### config.mk
export PLATFORM = sky130hd
export DESIGN_NAME = bounded_retry_backoff_controller_flat
export DESIGN_NICKNAME = d
export VERILOG_FILES = /design/src/brbc_pkg.sv /design/src/brbc_if.sv /design/src/brbc_in_stage.sv /design/src/brbc_core.sv /design/src/brbc_out_stage.sv /design/src/bounded_retry_backoff_controller.sv /design/src/flat_wrapper.sv
export SDC_FILE = /design/constraint.sdc
export NUM_CORES = 1
export LEC_CHECK = 0
export BUFFER_PORTS_ARGS = -buffer_cell sky130_fd_sc_hd__buf_2
export CORE_UTILIZATION = 38
export CTS_CLUSTER_DIAMETER = 50
export DETAILED_ROUTE_END_ITERATION = 7
export PLACE_DENSITY_LB_ADDON = 0.3
export RECOVER_POWER = 50
export SYNTH_ARGS = -nofsm -noshare
export SYNTH_HDL_FRONTEND = slang
export SYNTH_SLANG_ARGS = --single-unit
### constraint.sdc
create_clock -name clk -period 7.3 [get_ports clk]
set_clock_uncertainty 0.2 [all_clocks]
set_input_delay 0.73 -clock clk [delete_from_list [all_inputs] [get_ports clk]]
set_output_delay 0.73 -clock clk [all_outputs]
set_load 0.03 [all_outputs]
### src/brbc_pkg.sv
// Shared types and constants for the bounded retry backoff controller.
// Holds event, action, reason and phase codes and the result struct.
// No dependencies.
package brbc_pkg;

	localparam int MODE_W   = 3;
	localparam int ACTION_W = 3;
	localparam int REASON_W = 5;
	localparam int PHASE_W  = 2;
	localparam int EPOCH_W  = 32;

	typedef enum logic [MODE_W-1:0] {
		MODE_OBSERVE  = 3'd0,
		MODE_ARM      = 3'd1,
		MODE_TICK     = 3'd2,
		MODE_COMPLETE = 3'd3,
		MODE_CANCEL   = 3'd4,
		MODE_RESET    = 3'd5
	} mode_t;

	typedef enum logic [ACTION_W-1:0] {
		ACT_NONE    = 3'd0,
		ACT_REJECT  = 3'd1,
		ACT_CANCEL  = 3'd2,
		ACT_HOLD    = 3'd3,
		ACT_CONSUME = 3'd4,
		ACT_START   = 3'd5,
		ACT_IGNORE  = 3'd6
	} action_t;

	typedef enum logic [PHASE_W-1:0] {
		PH_IDLE    = 2'd0,
		PH_BACKOFF = 2'd1,
		PH_FLIGHT  = 2'd2,
		PH_SPENT   = 2'd3
	} phase_t;

	typedef enum logic [REASON_W-1:0] {
		RSN_NONE              = 5'd0,
		RSN_INVALID_GOAL      = 5'd1,
		RSN_NEW_GOAL          = 5'd2,
		RSN_SUPERSEDED        = 5'd3,
		RSN_MAP_CHANGED       = 5'd4,
		RSN_MAP_ADVANCED      = 5'd5,
		RSN_EPOCH_CHANGED     = 5'd6,
		RSN_EPOCH_ADVANCED    = 5'd7,
		RSN_UNCHANGED         = 5'd8,
		RSN_STALE_EPOCH       = 5'd9,
		RSN_STALE_MAP         = 5'd10,
		RSN_BACKOFF_ALREADY   = 5'd11,
		RSN_FLIGHT_ALREADY    = 5'd12,
		RSN_BUDGET_CONSUMED   = 5'd13,
		RSN_STOP_UNCONFIRMED  = 5'd14,
		RSN_DEADLINE_OVERFLOW = 5'd15,
		RSN_BACKOFF_PENDING   = 5'd16,
		RSN_TICK_UNKNOWN      = 5'd17,
		RSN_NO_PENDING        = 5'd18,
		RSN_START_ALREADY     = 5'd19,
		RSN_START_REPLAN      = 5'd20,
		RSN_STALE_COMPLETION  = 5'd21,
		RSN_COMPLETED         = 5'd22,
		RSN_FAILED            = 5'd23,
		RSN_CANCEL_UNKNOWN    = 5'd24,
		RSN_CANCELLED         = 5'd25,
		RSN_CLOCK_REGRESSION  = 5'd26
	} reason_t;

	typedef struct packed {
		action_t action;
		reason_t reason;
		phase_t  phase;
		logic    budget_used;
		logic    start_sent;
	} rslt_t;

endpackage

### src/brbc_if.sv
// Handshake channels of the bounded retry backoff controller.
// Event request, result and configuration write channels; depends on brbc_pkg.
interface brbc_event_if #(
	parameter int ID_WIDTH   = 32,
	parameter int TIME_WIDTH = 32
);
	logic                          valid;
	logic                          ready;
	logic [brbc_pkg::MODE_W-1:0]   mode;
	logic [ID_WIDTH-1:0]           task_key;
	logic [ID_WIDTH-1:0]           request_key;
	logic [brbc_pkg::EPOCH_W-1:0]  goal_epoch;
	logic [ID_WIDTH-1:0]           map_key;
	logic                          map_key_valid;
	logic [TIME_WIDTH-1:0]         now_ticks;
	logic                          event_flag;

	modport source(output valid, mode, task_key, request_key, goal_epoch, map_key,
		map_key_valid, now_ticks, event_flag, input ready);
	modport sink(input valid, mode, task_key, request_key, goal_epoch, map_key,
		map_key_valid, now_ticks, event_flag, output ready);
endinterface

interface brbc_result_if;
	logic                           valid;
	logic                           ready;
	logic [brbc_pkg::ACTION_W-1:0]  action;
	logic [brbc_pkg::REASON_W-1:0]  reason_code;
	logic [brbc_pkg::PHASE_W-1:0]   replan_state;
	logic                           budget_used;
	logic                           start_sent;

	modport source(output valid, action, reason_code, replan_state, budget_used,
		start_sent, input ready);
	modport sink(input valid, action, reason_code, replan_state, budget_used,
		start_sent, output ready);
endinterface

interface brbc_cfg_if #(
	parameter int TIME_WIDTH = 32
);
	logic                  valid;
	logic                  ready;
	logic [TIME_WIDTH-1:0] backoff_ticks;

	modport source(output valid, backoff_ticks, input ready);
	modport sink(input valid, backoff_ticks, output ready);
endinterface

### src/brbc_in_stage.sv
// Input register stage of the bounded retry backoff controller.
// Captures one event request per cycle while not stalled; depends on brbc_pkg.
module brbc_in_stage #(
	parameter int ID_WIDTH   = 32,
	parameter int TIME_WIDTH = 32
) (
	input  logic                          clk,
	input  logic                          arst_n,
	input  logic                          in_valid,
	output logic                          in_ready,
	input  logic [brbc_pkg::MODE_W-1:0]   in_mode,
	input  logic [ID_WIDTH-1:0]           in_task,
	input  logic [ID_WIDTH-1:0]           in_request,
	input  logic [brbc_pkg::EPOCH_W-1:0]  in_epoch,
	input  logic [ID_WIDTH-1:0]           in_map,
	input  logic                          in_map_ok,
	input  logic [TIME_WIDTH-1:0]         in_now,
	input  logic                          in_flag,
	input  logic                          step,
	output logic                          valid_s1,
	output logic [brbc_pkg::MODE_W-1:0]   mode_s1,
	output logic [ID_WIDTH-1:0]           task_s1,
	output logic [ID_WIDTH-1:0]           request_s1,
	output logic [brbc_pkg::EPOCH_W-1:0]  epoch_s1,
	output logic [ID_WIDTH-1:0]           map_s1,
	output logic                          map_ok_s1,
	output logic [TIME_WIDTH-1:0]         now_s1,
	output logic                          flag_s1
);
	import brbc_pkg::*;

	logic load;

	// Take a new request when the stage is empty or drains this cycle
	assign in_ready = !valid_s1 || step;
	assign load     = in_valid && in_ready;

	// Track occupancy
	always_ff @(posedge clk or negedge arst_n) begin
		if (!arst_n) begin
			valid_s1 <= 1'b0;
		end else if (load) begin
			valid_s1 <= 1'b1;
		end else if (step) begin
			valid_s1 <= 1'b0;
		end
	end

	// Hold payload
	always_ff @(posedge clk) begin
		if (load) begin
			mode_s1    <= in_mode;
			task_s1    <= in_task;
			request_s1 <= in_request;
			epoch_s1   <= in_epoch;
			map_s1     <= in_map;
			map_ok_s1  <= in_map_ok;
			now_s1     <= in_now;
			flag_s1    <= in_flag;
		end
	end

endmodule

### src/brbc_core.sv
// Decision logic and goal state of the bounded retry backoff controller.
// Evaluates one event against the bound goal and updates state; depends on brbc_pkg.
module brbc_core #(
	parameter int ID_WIDTH   = 32,
	parameter int TIME_WIDTH = 32
) (
	input  logic                          clk,
	input  logic                          arst_n,
	input  logic                          cfg_wr,
	input  logic [TIME_WIDTH-1:0]         cfg_backoff,
	input  logic                          step,
	input  logic [brbc_pkg::MODE_W-1:0]   mode_s1,
	input  logic [ID_WIDTH-1:0]           task_s1,
	input  logic [ID_WIDTH-1:0]           request_s1,
	input  logic [brbc_pkg::EPOCH_W-1:0]  epoch_s1,
	input  logic [ID_WIDTH-1:0]           map_s1,
	input  logic                          map_ok_s1,
	input  logic [TIME_WIDTH-1:0]         now_s1,
	input  logic                          flag_s1,
	output brbc_pkg::rslt_t               rslt
);
	import brbc_pkg::*;

	// Configuration and goal state
	logic [TIME_WIDTH-1:0] backoff_q;
	logic                  goal_bound_q, goal_bound_d;
	logic [ID_WIDTH-1:0]   task_q, task_d;
	logic [ID_WIDTH-1:0]   request_q, request_d;
	logic [EPOCH_W-1:0]    epoch_q, epoch_d;
	logic [ID_WIDTH-1:0]   map_q, map_d;
	logic                  map_present_q, map_present_d;
	phase_t                phase_q, phase_d;
	logic                  budget_q, budget_d;
	logic                  start_q, start_d;
	logic [TIME_WIDTH-1:0] deadline_q, deadline_d;
	logic [TIME_WIDTH-1:0] last_time_q, last_time_d;
	logic                  time_present_q, time_present_d;
	reason_t               reason_q, reason_d;
	action_t               act;

	logic                  valid_goal, same_key, map_match, same_tok, active;
	logic                  regress, tok_arm, spent_arm;
	logic [TIME_WIDTH:0]   sum;
	reason_t               stale_reason;

	// Compare the event against the bound goal
	assign valid_goal = (task_s1 != '0) && (request_s1 != '0) && (epoch_s1 != '0)
		&& map_ok_s1;
	assign same_key   = goal_bound_q && (task_q == task_s1) && (request_q == request_s1);
	assign map_match  = map_present_q && map_ok_s1 && (map_q == map_s1);
	assign same_tok   = same_key && (epoch_q == epoch_s1) && map_match;
	assign active     = (phase_q == PH_BACKOFF) || (phase_q == PH_FLIGHT);
	assign regress    = time_present_q && (now_s1 < last_time_q);
	assign sum        = {1'b0, now_s1} + {1'b0, backoff_q};
	assign stale_reason = map_match ? RSN_STALE_EPOCH : RSN_STALE_MAP;
	// A fresh goal bound on arm counts as matching with an unspent budget
	assign tok_arm    = same_key ? same_tok : 1'b1;
	assign spent_arm  = same_key ? budget_q : 1'b0;

	// Next state and result for the event in the input stage
	always_comb begin
		goal_bound_d   = goal_bound_q;
		task_d         = task_q;
		request_d      = request_q;
		epoch_d        = epoch_q;
		map_d          = map_q;
		map_present_d  = map_present_q;
		phase_d        = phase_q;
		budget_d       = budget_q;
		start_d        = start_q;
		deadline_d     = deadline_q;
		last_time_d    = last_time_q;
		time_present_d = time_present_q;
		reason_d       = reason_q;
		act            = ACT_NONE;

		unique case (mode_t'(mode_s1))
			MODE_RESET: begin
				goal_bound_d   = 1'b0;
				task_d         = '0;
				request_d      = '0;
				epoch_d        = '0;
				map_d          = '0;
				map_present_d  = 1'b0;
				phase_d        = PH_IDLE;
				budget_d       = 1'b0;
				start_d        = 1'b0;
				deadline_d     = '0;
				last_time_d    = '0;
				time_present_d = 1'b0;
				reason_d       = RSN_NONE;
			end
			MODE_OBSERVE, MODE_ARM, MODE_TICK, MODE_COMPLETE, MODE_CANCEL: begin
				if (regress) begin
					// Time ran backwards: spend the attempt, keep the last time
					budget_d = 1'b1;
					start_d  = 1'b0;
					phase_d  = goal_bound_q ? PH_SPENT : PH_IDLE;
					reason_d = RSN_CLOCK_REGRESSION;
					act      = ACT_REJECT;
				end else begin
					last_time_d    = now_s1;
					time_present_d = 1'b1;
					case (mode_t'(mode_s1))
						MODE_OBSERVE: begin
							if (!valid_goal) begin
								budget_d = 1'b1;
								start_d  = 1'b0;
								phase_d  = goal_bound_q ? PH_SPENT : PH_IDLE;
								reason_d = RSN_INVALID_GOAL;
								act      = ACT_REJECT;
							end else if (!same_key) begin
								// Bind the new goal and drop any progress
								goal_bound_d  = 1'b1;
								task_d        = task_s1;
								request_d     = request_s1;
								epoch_d       = epoch_s1;
								map_d         = map_s1;
								map_present_d = 1'b1;
								phase_d       = PH_IDLE;
								budget_d      = 1'b0;
								start_d       = 1'b0;
								deadline_d    = '0;
								act      = (goal_bound_q && active) ? ACT_CANCEL : ACT_NONE;
								reason_d = (goal_bound_q && active) ? RSN_SUPERSEDED
									: RSN_NEW_GOAL;
							end else if (!map_match) begin
								if (active) begin
									budget_d = 1'b1;
									start_d  = 1'b0;
									phase_d  = PH_SPENT;
									reason_d = RSN_MAP_CHANGED;
									act      = ACT_CANCEL;
								end else begin
									reason_d = RSN_MAP_ADVANCED;
								end
								map_d         = map_s1;
								map_present_d = 1'b1;
								epoch_d       = epoch_s1;
							end else if (epoch_s1 != epoch_q) begin
								if (active) begin
									budget_d = 1'b1;
									start_d  = 1'b0;
									phase_d  = PH_SPENT;
									reason_d = RSN_EPOCH_CHANGED;
									act      = ACT_CANCEL;
								end else begin
									reason_d = RSN_EPOCH_ADVANCED;
								end
								epoch_d = epoch_s1;
							end else begin
								reason_d = RSN_UNCHANGED;
							end
						end
						MODE_ARM: begin
							if (!valid_goal) begin
								budget_d = 1'b1;
								start_d  = 1'b0;
								phase_d  = goal_bound_q ? PH_SPENT : PH_IDLE;
								reason_d = RSN_INVALID_GOAL;
								act      = ACT_REJECT;
							end else begin
								if (!same_key) begin
									goal_bound_d  = 1'b1;
									task_d        = task_s1;
									request_d     = request_s1;
									epoch_d       = epoch_s1;
									map_d         = map_s1;
									map_present_d = 1'b1;
									budget_d      = 1'b0;
									start_d       = 1'b0;
								end
								if (!tok_arm) begin
									budget_d = 1'b1;
									start_d  = 1'b0;
									phase_d  = PH_SPENT;
									reason_d = stale_reason;
									act      = ACT_CANCEL;
								end else if (spent_arm) begin
									if (phase_q == PH_BACKOFF) begin
										act      = ACT_HOLD;
										reason_d = RSN_BACKOFF_ALREADY;
									end else if (phase_q == PH_FLIGHT) begin
										act      = ACT_HOLD;
										reason_d = RSN_FLIGHT_ALREADY;
									end else begin
										act      = ACT_REJECT;
										reason_d = RSN_BUDGET_CONSUMED;
									end
								end else begin
									budget_d = 1'b1;
									if (!flag_s1) begin
										phase_d  = PH_SPENT;
										act      = ACT_CONSUME;
										reason_d = RSN_STOP_UNCONFIRMED;
									end else if (sum[TIME_WIDTH]) begin
										phase_d  = PH_SPENT;
										act      = ACT_REJECT;
										reason_d = RSN_DEADLINE_OVERFLOW;
									end else begin
										deadline_d = sum[TIME_WIDTH-1:0];
										phase_d    = PH_BACKOFF;
										start_d    = 1'b0;
										act        = ACT_HOLD;
										reason_d   = RSN_BACKOFF_PENDING;
									end
								end
							end
						end
						MODE_TICK: begin
							if (!same_key) begin
								act      = ACT_IGNORE;
								reason_d = RSN_TICK_UNKNOWN;
							end else if (!same_tok) begin
								budget_d = 1'b1;
								start_d  = 1'b0;
								phase_d  = PH_SPENT;
								reason_d = stale_reason;
								act      = ACT_CANCEL;
							end else if (phase_q != PH_BACKOFF) begin
								reason_d = RSN_NO_PENDING;
							end else if (now_s1 < deadline_q) begin
								act      = ACT_HOLD;
								reason_d = RSN_BACKOFF_PENDING;
							end else if (start_q) begin
								reason_d = RSN_START_ALREADY;
							end else begin
								start_d  = 1'b1;
								phase_d  = PH_FLIGHT;
								act      = ACT_START;
								reason_d = RSN_START_REPLAN;
							end
						end
						MODE_COMPLETE: begin
							if (!same_tok || (phase_q != PH_FLIGHT)) begin
								act      = ACT_IGNORE;
								reason_d = RSN_STALE_COMPLETION;
							end else begin
								phase_d  = PH_SPENT;
								act      = flag_s1 ? ACT_NONE : ACT_REJECT;
								reason_d = flag_s1 ? RSN_COMPLETED : RSN_FAILED;
							end
						end
						default: begin
							// Cancel
							if (!same_key) begin
								act      = ACT_IGNORE;
								reason_d = RSN_CANCEL_UNKNOWN;
							end else begin
								budget_d = 1'b1;
								start_d  = 1'b0;
								phase_d  = PH_SPENT;
								reason_d = RSN_CANCELLED;
								act      = ACT_CANCEL;
							end
						end
					endcase
				end
			end
			default: begin
				act = ACT_IGNORE;
			end
		endcase
	end

	// Snapshot after the event
	assign rslt.action      = act;
	assign rslt.reason      = reason_d;
	assign rslt.phase       = phase_d;
	assign rslt.budget_used = budget_d;
	assign rslt.start_sent  = start_d;

	// Hold configuration
	always_ff @(posedge clk or negedge arst_n) begin
		if (!arst_n) begin
			backoff_q <= '0;
		end else if (cfg_wr) begin
			backoff_q <= cfg_backoff;
		end
	end

	// Advance goal state once per processed event
	always_ff @(posedge clk or negedge arst_n) begin
		if (!arst_n) begin
			goal_bound_q   <= 1'b0;
			task_q         <= '0;
			request_q      <= '0;
			epoch_q        <= '0;
			map_q          <= '0;
			map_present_q  <= 1'b0;
			phase_q        <= PH_IDLE;
			budget_q       <= 1'b0;
			start_q        <= 1'b0;
			deadline_q     <= '0;
			last_time_q    <= '0;
			time_present_q <= 1'b0;
			reason_q       <= RSN_NONE;
		end else if (step) begin
			goal_bound_q   <= goal_bound_d;
			task_q         <= task_d;
			request_q      <= request_d;
			epoch_q        <= epoch_d;
			map_q          <= map_d;
			map_present_q  <= map_present_d;
			phase_q        <= phase_d;
			budget_q       <= budget_d;
			start_q        <= start_d;
			deadline_q     <= deadline_d;
			last_time_q    <= last_time_d;
			time_present_q <= time_present_d;
			reason_q       <= reason_d;
		end
	end

endmodule

### src/brbc_out_stage.sv
// Result register of the bounded retry backoff controller.
// Holds one result until the receiver takes it; depends on brbc_pkg.
module brbc_out_stage (
	input  logic            clk,
	input  logic            arst_n,
	input  logic            valid_s1,
	input  brbc_pkg::rslt_t rslt,
	output logic            step,
	output logic            out_valid,
	input  logic            out_ready,
	output brbc_pkg::rslt_t out_rslt
);
	import brbc_pkg::*;

	rslt_t rslt_s2;
	logic  valid_s2;

	// Advance when the result register is free or being emptied
	assign step = valid_s1 && (!valid_s2 || out_ready);

	// Track occupancy
	always_ff @(posedge clk or negedge arst_n) begin
		if (!arst_n) begin
			valid_s2 <= 1'b0;
		end else if (step) begin
			valid_s2 <= 1'b1;
		end else if (out_ready) begin
			valid_s2 <= 1'b0;
		end
	end

	// Hold the result
	always_ff @(posedge clk) begin
		if (step) begin
			rslt_s2 <= rslt;
		end
	end

	assign out_valid = valid_s2;
	assign out_rslt  = rslt_s2;

endmodule

### src/bounded_retry_backoff_controller.sv
// Top level of the bounded retry backoff controller.
// Connects input stage, decision core and result register; depends on brbc_pkg, brbc_if.
//
// Usage:
//   item   - event requests (observe, arm, tick, complete, cancel, reset), one
//            result per request, in order.
//   result - action, reason code and a state snapshot taken after the event.
//   cfg    - write of backoff_ticks; always ready; write only while no request
//            is in progress.
// Pipeline: an accepted request passes two register stages, the input register
//   and then the result register.
// Throughput: one request per cycle while result.ready is high; the decision is a
//   single pass of compares and one add between the input and result registers.
// Reset: arst_n clears the goal, flags, deadline, time and backoff_ticks; the
//   block accepts requests right after reset.
// Stall: while result.ready is low the result register holds; the input
//   register still takes one more request, then item.ready drops until the
//   result is taken.
module bounded_retry_backoff_controller #(
	parameter int ID_WIDTH   = 32,
	parameter int TIME_WIDTH = 32
) (
	input  logic          clk,
	input  logic          arst_n,
	brbc_event_if.sink    item,
	brbc_result_if.source result,
	brbc_cfg_if.sink      cfg
);
	import brbc_pkg::*;

	logic                  valid_s1, step;
	logic [MODE_W-1:0]     mode_s1;
	logic [ID_WIDTH-1:0]   task_s1, request_s1, map_s1;
	logic [EPOCH_W-1:0]    epoch_s1;
	logic                  map_ok_s1, flag_s1;
	logic [TIME_WIDTH-1:0] now_s1;
	rslt_t                 rslt, out_rslt;

	assign cfg.ready = 1'b1;

	brbc_in_stage #(
		.ID_WIDTH  (ID_WIDTH),
		.TIME_WIDTH(TIME_WIDTH)
	) u_in (
		.clk       (clk),
		.arst_n    (arst_n),
		.in_valid  (item.valid),
		.in_ready  (item.ready),
		.in_mode   (item.mode),
		.in_task   (item.task_key),
		.in_request(item.request_key),
		.in_epoch  (item.goal_epoch),
		.in_map    (item.map_key),
		.in_map_ok (item.map_key_valid),
		.in_now    (item.now_ticks),
		.in_flag   (item.event_flag),
		.step      (step),
		.valid_s1  (valid_s1),
		.mode_s1   (mode_s1),
		.task_s1   (task_s1),
		.request_s1(request_s1),
		.epoch_s1  (epoch_s1),
		.map_s1    (map_s1),
		.map_ok_s1 (map_ok_s1),
		.now_s1    (now_s1),
		.flag_s1   (flag_s1)
	);

	brbc_core #(
		.ID_WIDTH  (ID_WIDTH),
		.TIME_WIDTH(TIME_WIDTH)
	) u_core (
		.clk        (clk),
		.arst_n     (arst_n),
		.cfg_wr     (cfg.valid),
		.cfg_backoff(cfg.backoff_ticks),
		.step       (step),
		.mode_s1    (mode_s1),
		.task_s1    (task_s1),
		.request_s1 (request_s1),
		.epoch_s1   (epoch_s1),
		.map_s1     (map_s1),
		.map_ok_s1  (map_ok_s1),
		.now_s1     (now_s1),
		.flag_s1    (flag_s1),
		.rslt       (rslt)
	);

	brbc_out_stage u_out (
		.clk      (clk),
		.arst_n   (arst_n),
		.valid_s1 (valid_s1),
		.rslt     (rslt),
		.step     (step),
		.out_valid(result.valid),
		.out_ready(result.ready),
		.out_rslt (out_rslt)
	);

	// Unpack the result onto the channel
	assign result.action       = out_rslt.action;
	assign result.reason_code  = out_rslt.reason;
	assign result.replan_state = out_rslt.phase;
	assign result.budget_used  = out_rslt.budget_used;
	assign result.start_sent   = out_rslt.start_sent;

endmodule

### src/flat_wrapper.sv
// flat-port wrapper written by rule: the top's interface ports become plain ports
module bounded_retry_backoff_controller_flat import brbc_pkg::*;
#(
	parameter int ID_WIDTH   = 32,
	parameter int TIME_WIDTH = 32
)
  (clk, arst_n, item_valid, item_mode, item_task_key, item_request_key, item_goal_epoch, item_map_key, item_map_key_valid, item_now_ticks, item_event_flag, item_ready, result_valid, result_action, result_reason_code, result_replan_state, result_budget_used, result_start_sent, result_ready, cfg_valid, cfg_backoff_ticks, cfg_ready);
  brbc_event_if #(.ID_WIDTH(ID_WIDTH), .TIME_WIDTH(TIME_WIDTH)) item_i ();
  brbc_result_if result_i ();
  brbc_cfg_if #(.TIME_WIDTH(TIME_WIDTH)) cfg_i ();
  input  logic clk;
  input  logic arst_n;
  input wire logic [$bits(item_i.valid)-1:0] item_valid;
  input wire logic [$bits(item_i.mode)-1:0] item_mode;
  input wire logic [$bits(item_i.task_key)-1:0] item_task_key;
  input wire logic [$bits(item_i.request_key)-1:0] item_request_key;
  input wire logic [$bits(item_i.goal_epoch)-1:0] item_goal_epoch;
  input wire logic [$bits(item_i.map_key)-1:0] item_map_key;
  input wire logic [$bits(item_i.map_key_valid)-1:0] item_map_key_valid;
  input wire logic [$bits(item_i.now_ticks)-1:0] item_now_ticks;
  input wire logic [$bits(item_i.event_flag)-1:0] item_event_flag;
  output wire logic [$bits(item_i.ready)-1:0] item_ready;
  output wire logic [$bits(result_i.valid)-1:0] result_valid;
  output wire logic [$bits(result_i.action)-1:0] result_action;
  output wire logic [$bits(result_i.reason_code)-1:0] result_reason_code;
  output wire logic [$bits(result_i.replan_state)-1:0] result_replan_state;
  output wire logic [$bits(result_i.budget_used)-1:0] result_budget_used;
  output wire logic [$bits(result_i.start_sent)-1:0] result_start_sent;
  input wire logic [$bits(result_i.ready)-1:0] result_ready;
  input wire logic [$bits(cfg_i.valid)-1:0] cfg_valid;
  input wire logic [$bits(cfg_i.backoff_ticks)-1:0] cfg_backoff_ticks;
  output wire logic [$bits(cfg_i.ready)-1:0] cfg_ready;
  assign item_i.valid = item_valid;
  assign item_i.mode = item_mode;
  assign item_i.task_key = item_task_key;
  assign item_i.request_key = item_request_key;
  assign item_i.goal_epoch = item_goal_epoch;
  assign item_i.map_key = item_map_key;
  assign item_i.map_key_valid = item_map_key_valid;
  assign item_i.now_ticks = item_now_ticks;
  assign item_i.event_flag = item_event_flag;
  assign item_ready = item_i.ready;
  assign result_valid = result_i.valid;
  assign result_action = result_i.action;
  assign result_reason_code = result_i.reason_code;
  assign result_replan_state = result_i.replan_state;
  assign result_budget_used = result_i.budget_used;
  assign result_start_sent = result_i.start_sent;
  assign result_i.ready = result_ready;
  assign cfg_i.valid = cfg_valid;
  assign cfg_i.backoff_ticks = cfg_backoff_ticks;
  assign cfg_ready = cfg_i.ready;
  bounded_retry_backoff_controller #(.ID_WIDTH(ID_WIDTH), .TIME_WIDTH(TIME_WIDTH)) u_core (.clk(clk), .arst_n(arst_n), .item(item_i), .result(result_i), .cfg(cfg_i));
endmodule
==> results_dict.tcl <==
set metrics [dict create \
    ys_warn_count 0 \
    finalCritPeriodShare_pct 69.9 \
    routed_wirelength_mm 52.3 \
    area_growth_pct 17.5 \
    numCtsBuffers 51 \
    syn_avg_cell_area_um2 10.7 \
    ant_nets 0 \
    synth_area_leader_cell "dfrtp_1" \
    htree_levels 2 \
    hold_violations 0 \
    end_kind "async pin" \
    power.total_mw 7.35 \
    num_rows 84 \
    grt_max_degree 131 \
    die_area_um2 55000 \
    slew_headroom_pct -203 \
    seq_area_frac_synth_pct 54.9 \
    cts_root_buf "clkbuf_16" \
    synthSimpleGateAreaFrac_pct 13.1 \
    syn_inst 1916 \
    vias_per_cell 5.20 \
    maxCapViolCount 3 \
    gp_congestion 0.901 \
    dpl.hpwl_mm 37.3 \
    track_usage_pct 19.2 \
    tightestPinTransition_ns 4.54 \
    antenna_found_initial 7 \
    hold_path_class "in2reg" \
    synth_compound_area_share_pct 12.5 \
    cp_max_fo 82 \
    drc 0 \
    p_leak_nw 10.1 \
    clk_path_buf_depth 3 \
    synth_area_leaders "dfrtp_1 (29%), edfxtp_1 (26%), ha_1 (5.9%)" \
    synth_flop_cell "dfrtp_1" \
    num_vias 14900 \
    pwr_density_cell_nw_per_um2 305 \
    wl_per_cell_um 18.3 \
    synth_top_family_by_area "simple AND/OR/NAND/NOR gates" \
    synth_seq_cells 415 \
    async_flop_share_pct 57.3 \
    num-nets-final 2426 \
    synth_largest_type_area_fraction_pct 29.0 \
    finalMaxSlewViolations 151 \
    synth_fp_nets 2216 \
    finalSetupViolations 0 \
    synth_edf_count 177 \
    clock_latency_ns 0.61 \
    cp.required_ns 7.73 \
    grt_overflow_total 0 \
    violations "max-capacitance violations, max-slew violations" \
    io_pins 217 \
    start_util_pct 38.8 \
    grt_pass1_vias 14900 \
    status "finished with violations" \
    cts.sink_count 415 \
    dr.pass1.iters 6 \
    timing.setup.tns_ns 0 \
    crit_type "in2async" \
    path_clk_slew_ns 0.06 \
    ys_types 82 \
    max_freq_ghz 0.196 \
    startpoint_type "input port" \
    peakVddDrop_uv 204 \
    rsz0062_at_grt "no" \
    drtIter0Drc 923 \
    synthXorXnorAreaFrac_pct 6.02 \
    synthMuxAreaShare_pct 3.32 \
    tritoncts "yes" \
    critical_path_arrival_ns 5.53 \
    fin_crit_ns 5.10 \
    synth_area_um2 20500 \
    grt_pass1_wl_mm 81.8 \
    die_w_um 234 \
    drive_above_1_share_pct 15.0 \
    core_area_um2 53000 \
    die_h_um 234 \
    io_buffers 215 \
    synthAdderAreaFrac_pct 6.01 \
]
==> critical path, cell delays in order <==
cell,delay [ns]
dlygate4sd3_1,0.53
clkbuf_1,3.16
buf_4,1.00
==> what timing repair did <==
item | 4_1_cts | 5_1_grt
hold buffers | 1 | 0
resized for setup | 0 | 0
buffers inserted | 0 | 0
endpoints found under the hold margin | 79 | 0
==> per-stage QoR <==
step	area, µm²	hold WS [ns]	worst slack [ns]	utilization, %	cells
floorplan	20500	0.234	1.68	-	1916
global placement	22300	0.261	2.59	42.1	2760
detailed placement	22300	0.268	2.40	42.1	2760
CTS	24200	0.0451	2.40	45.7	2857
global route	24100	0.0522	1.18	45.5	2857
finish	24100	0.0901	2.20	45.5	2858
==> metal layers <==
layer | wire length, µm | GRT usage (%) | up-vias | share of wire (%)
met5 | 63 | 0 | - | 0.12
li1 | - | - | 7214 | -
met4 | 1350 | 6.57 | 10 | 2.6
met3 | 2760 | 3.31 | 102 | 5.3
met1 | 23200 | 25.4 | 7128 | 44
met2 | 24900 | 31.8 | 411 | 48
==> area by class of cell <==
class / count / area (µm²)
clock buffer: 61 / 1380
sequential: 415 / 11300
tap: 688 / 861
fill: 4984 / 28800
inverter: 154 / 578
clock inverter: 35 / 499
multi-input combinational: 1276 / 8420
antenna: 1 / 2.50
timing repair buffer: 228 / 1120
==> final timing paths <==
| path | end | slack, ns | from | depth (start not counted) |
|---|---|---|---|---|
| worst max-delay path | u_core.u_core.map_q[0] | 2.20 | arst_n | 3 |
| worst min-delay path | u_core.u_in.task_s1[8] | 0.09 | item_task_key[8] | 1 |
| worst max register to register | u_core.u_core.request_q[13] | 2.40 | u_core.u_in.now_s1[21] | 10 |
| worst min register to register | u_core.u_core.deadline_q[11] | 0.28 | u_core.u_core.deadline_q[11] | 2 |
| max in group clk | u_core.u_core.request_q[13] | 2.40 | u_core.u_in.now_s1[21] | 10 |
| min in group asynchronous | u_core.u_core.backoff_q[4] | 2.11 | arst_n | 2 |
==> synth_stat cells (all sizes together), types with 30 or more instances <==
cell	number
nand4	46
nor2	49
edfxtp	177
o31ai	30
xor2	46
o21ai	174
mux2i	32
clkbuf	56
nor4	47
a21oi	52
a21o	44
inv	152
xnor2	95
nand2	305
dfrtp	238
nand3	49
ha	97
mux2	32
==> registers in the layout, summed over array words and instances, names as in the netlist, 2 cells and up <==
register,count
u_core.u_in.mode_s1,3
u_core.u_core.reason_q,5
u_core.u_core.last_time_q,32
u_core.u_core.map_q,32
u_core.u_out.out_rslt,12
u_core.u_core.epoch_q,32
u_core.u_core.phase_q,2
u_core.u_core.deadline_q,32
u_core.u_core.backoff_q,32
u_core.u_in.epoch_s1,32
u_core.u_in.request_s1,32
u_core.u_core.request_q,32
u_core.u_in.task_s1,32
u_core.u_in.now_s1,32
u_core.u_core.task_q,32
u_core.u_in.map_s1,32
==> kinds of logic after synthesis <==
group / count (synthesis)
AND/OR/NAND/NOR: 572
flip-flops: 415
AO/OA/AOI/OAI: 400
buffers and inverters: 225
XOR/XNOR: 141
adder cells (fa/ha/maj): 98
multiplexers: 64
other: 1
==> where the power goes <==
group          internal, mW  leakage [nW]  switching (mW)
clock                  1.64         0.913            1.09
sequential             2.87          4.73           0.323
combinational         0.610          4.46           0.821
total                  5.12          10.1            2.24
==> layout by cell type, fill, tap and decap left out, types with 52 or more instances in the layout <==
cell type,n
nand2_1,304
dfrtp_1,238
edfxtp_1,177
o21ai_0,171
buf_2,167
inv_1,152
ha_1,97
xnor2_1,95
clkbuf_1,53
a21oi_1,52
clkbuf_16,52
Power figures use the tool's default switching activity.
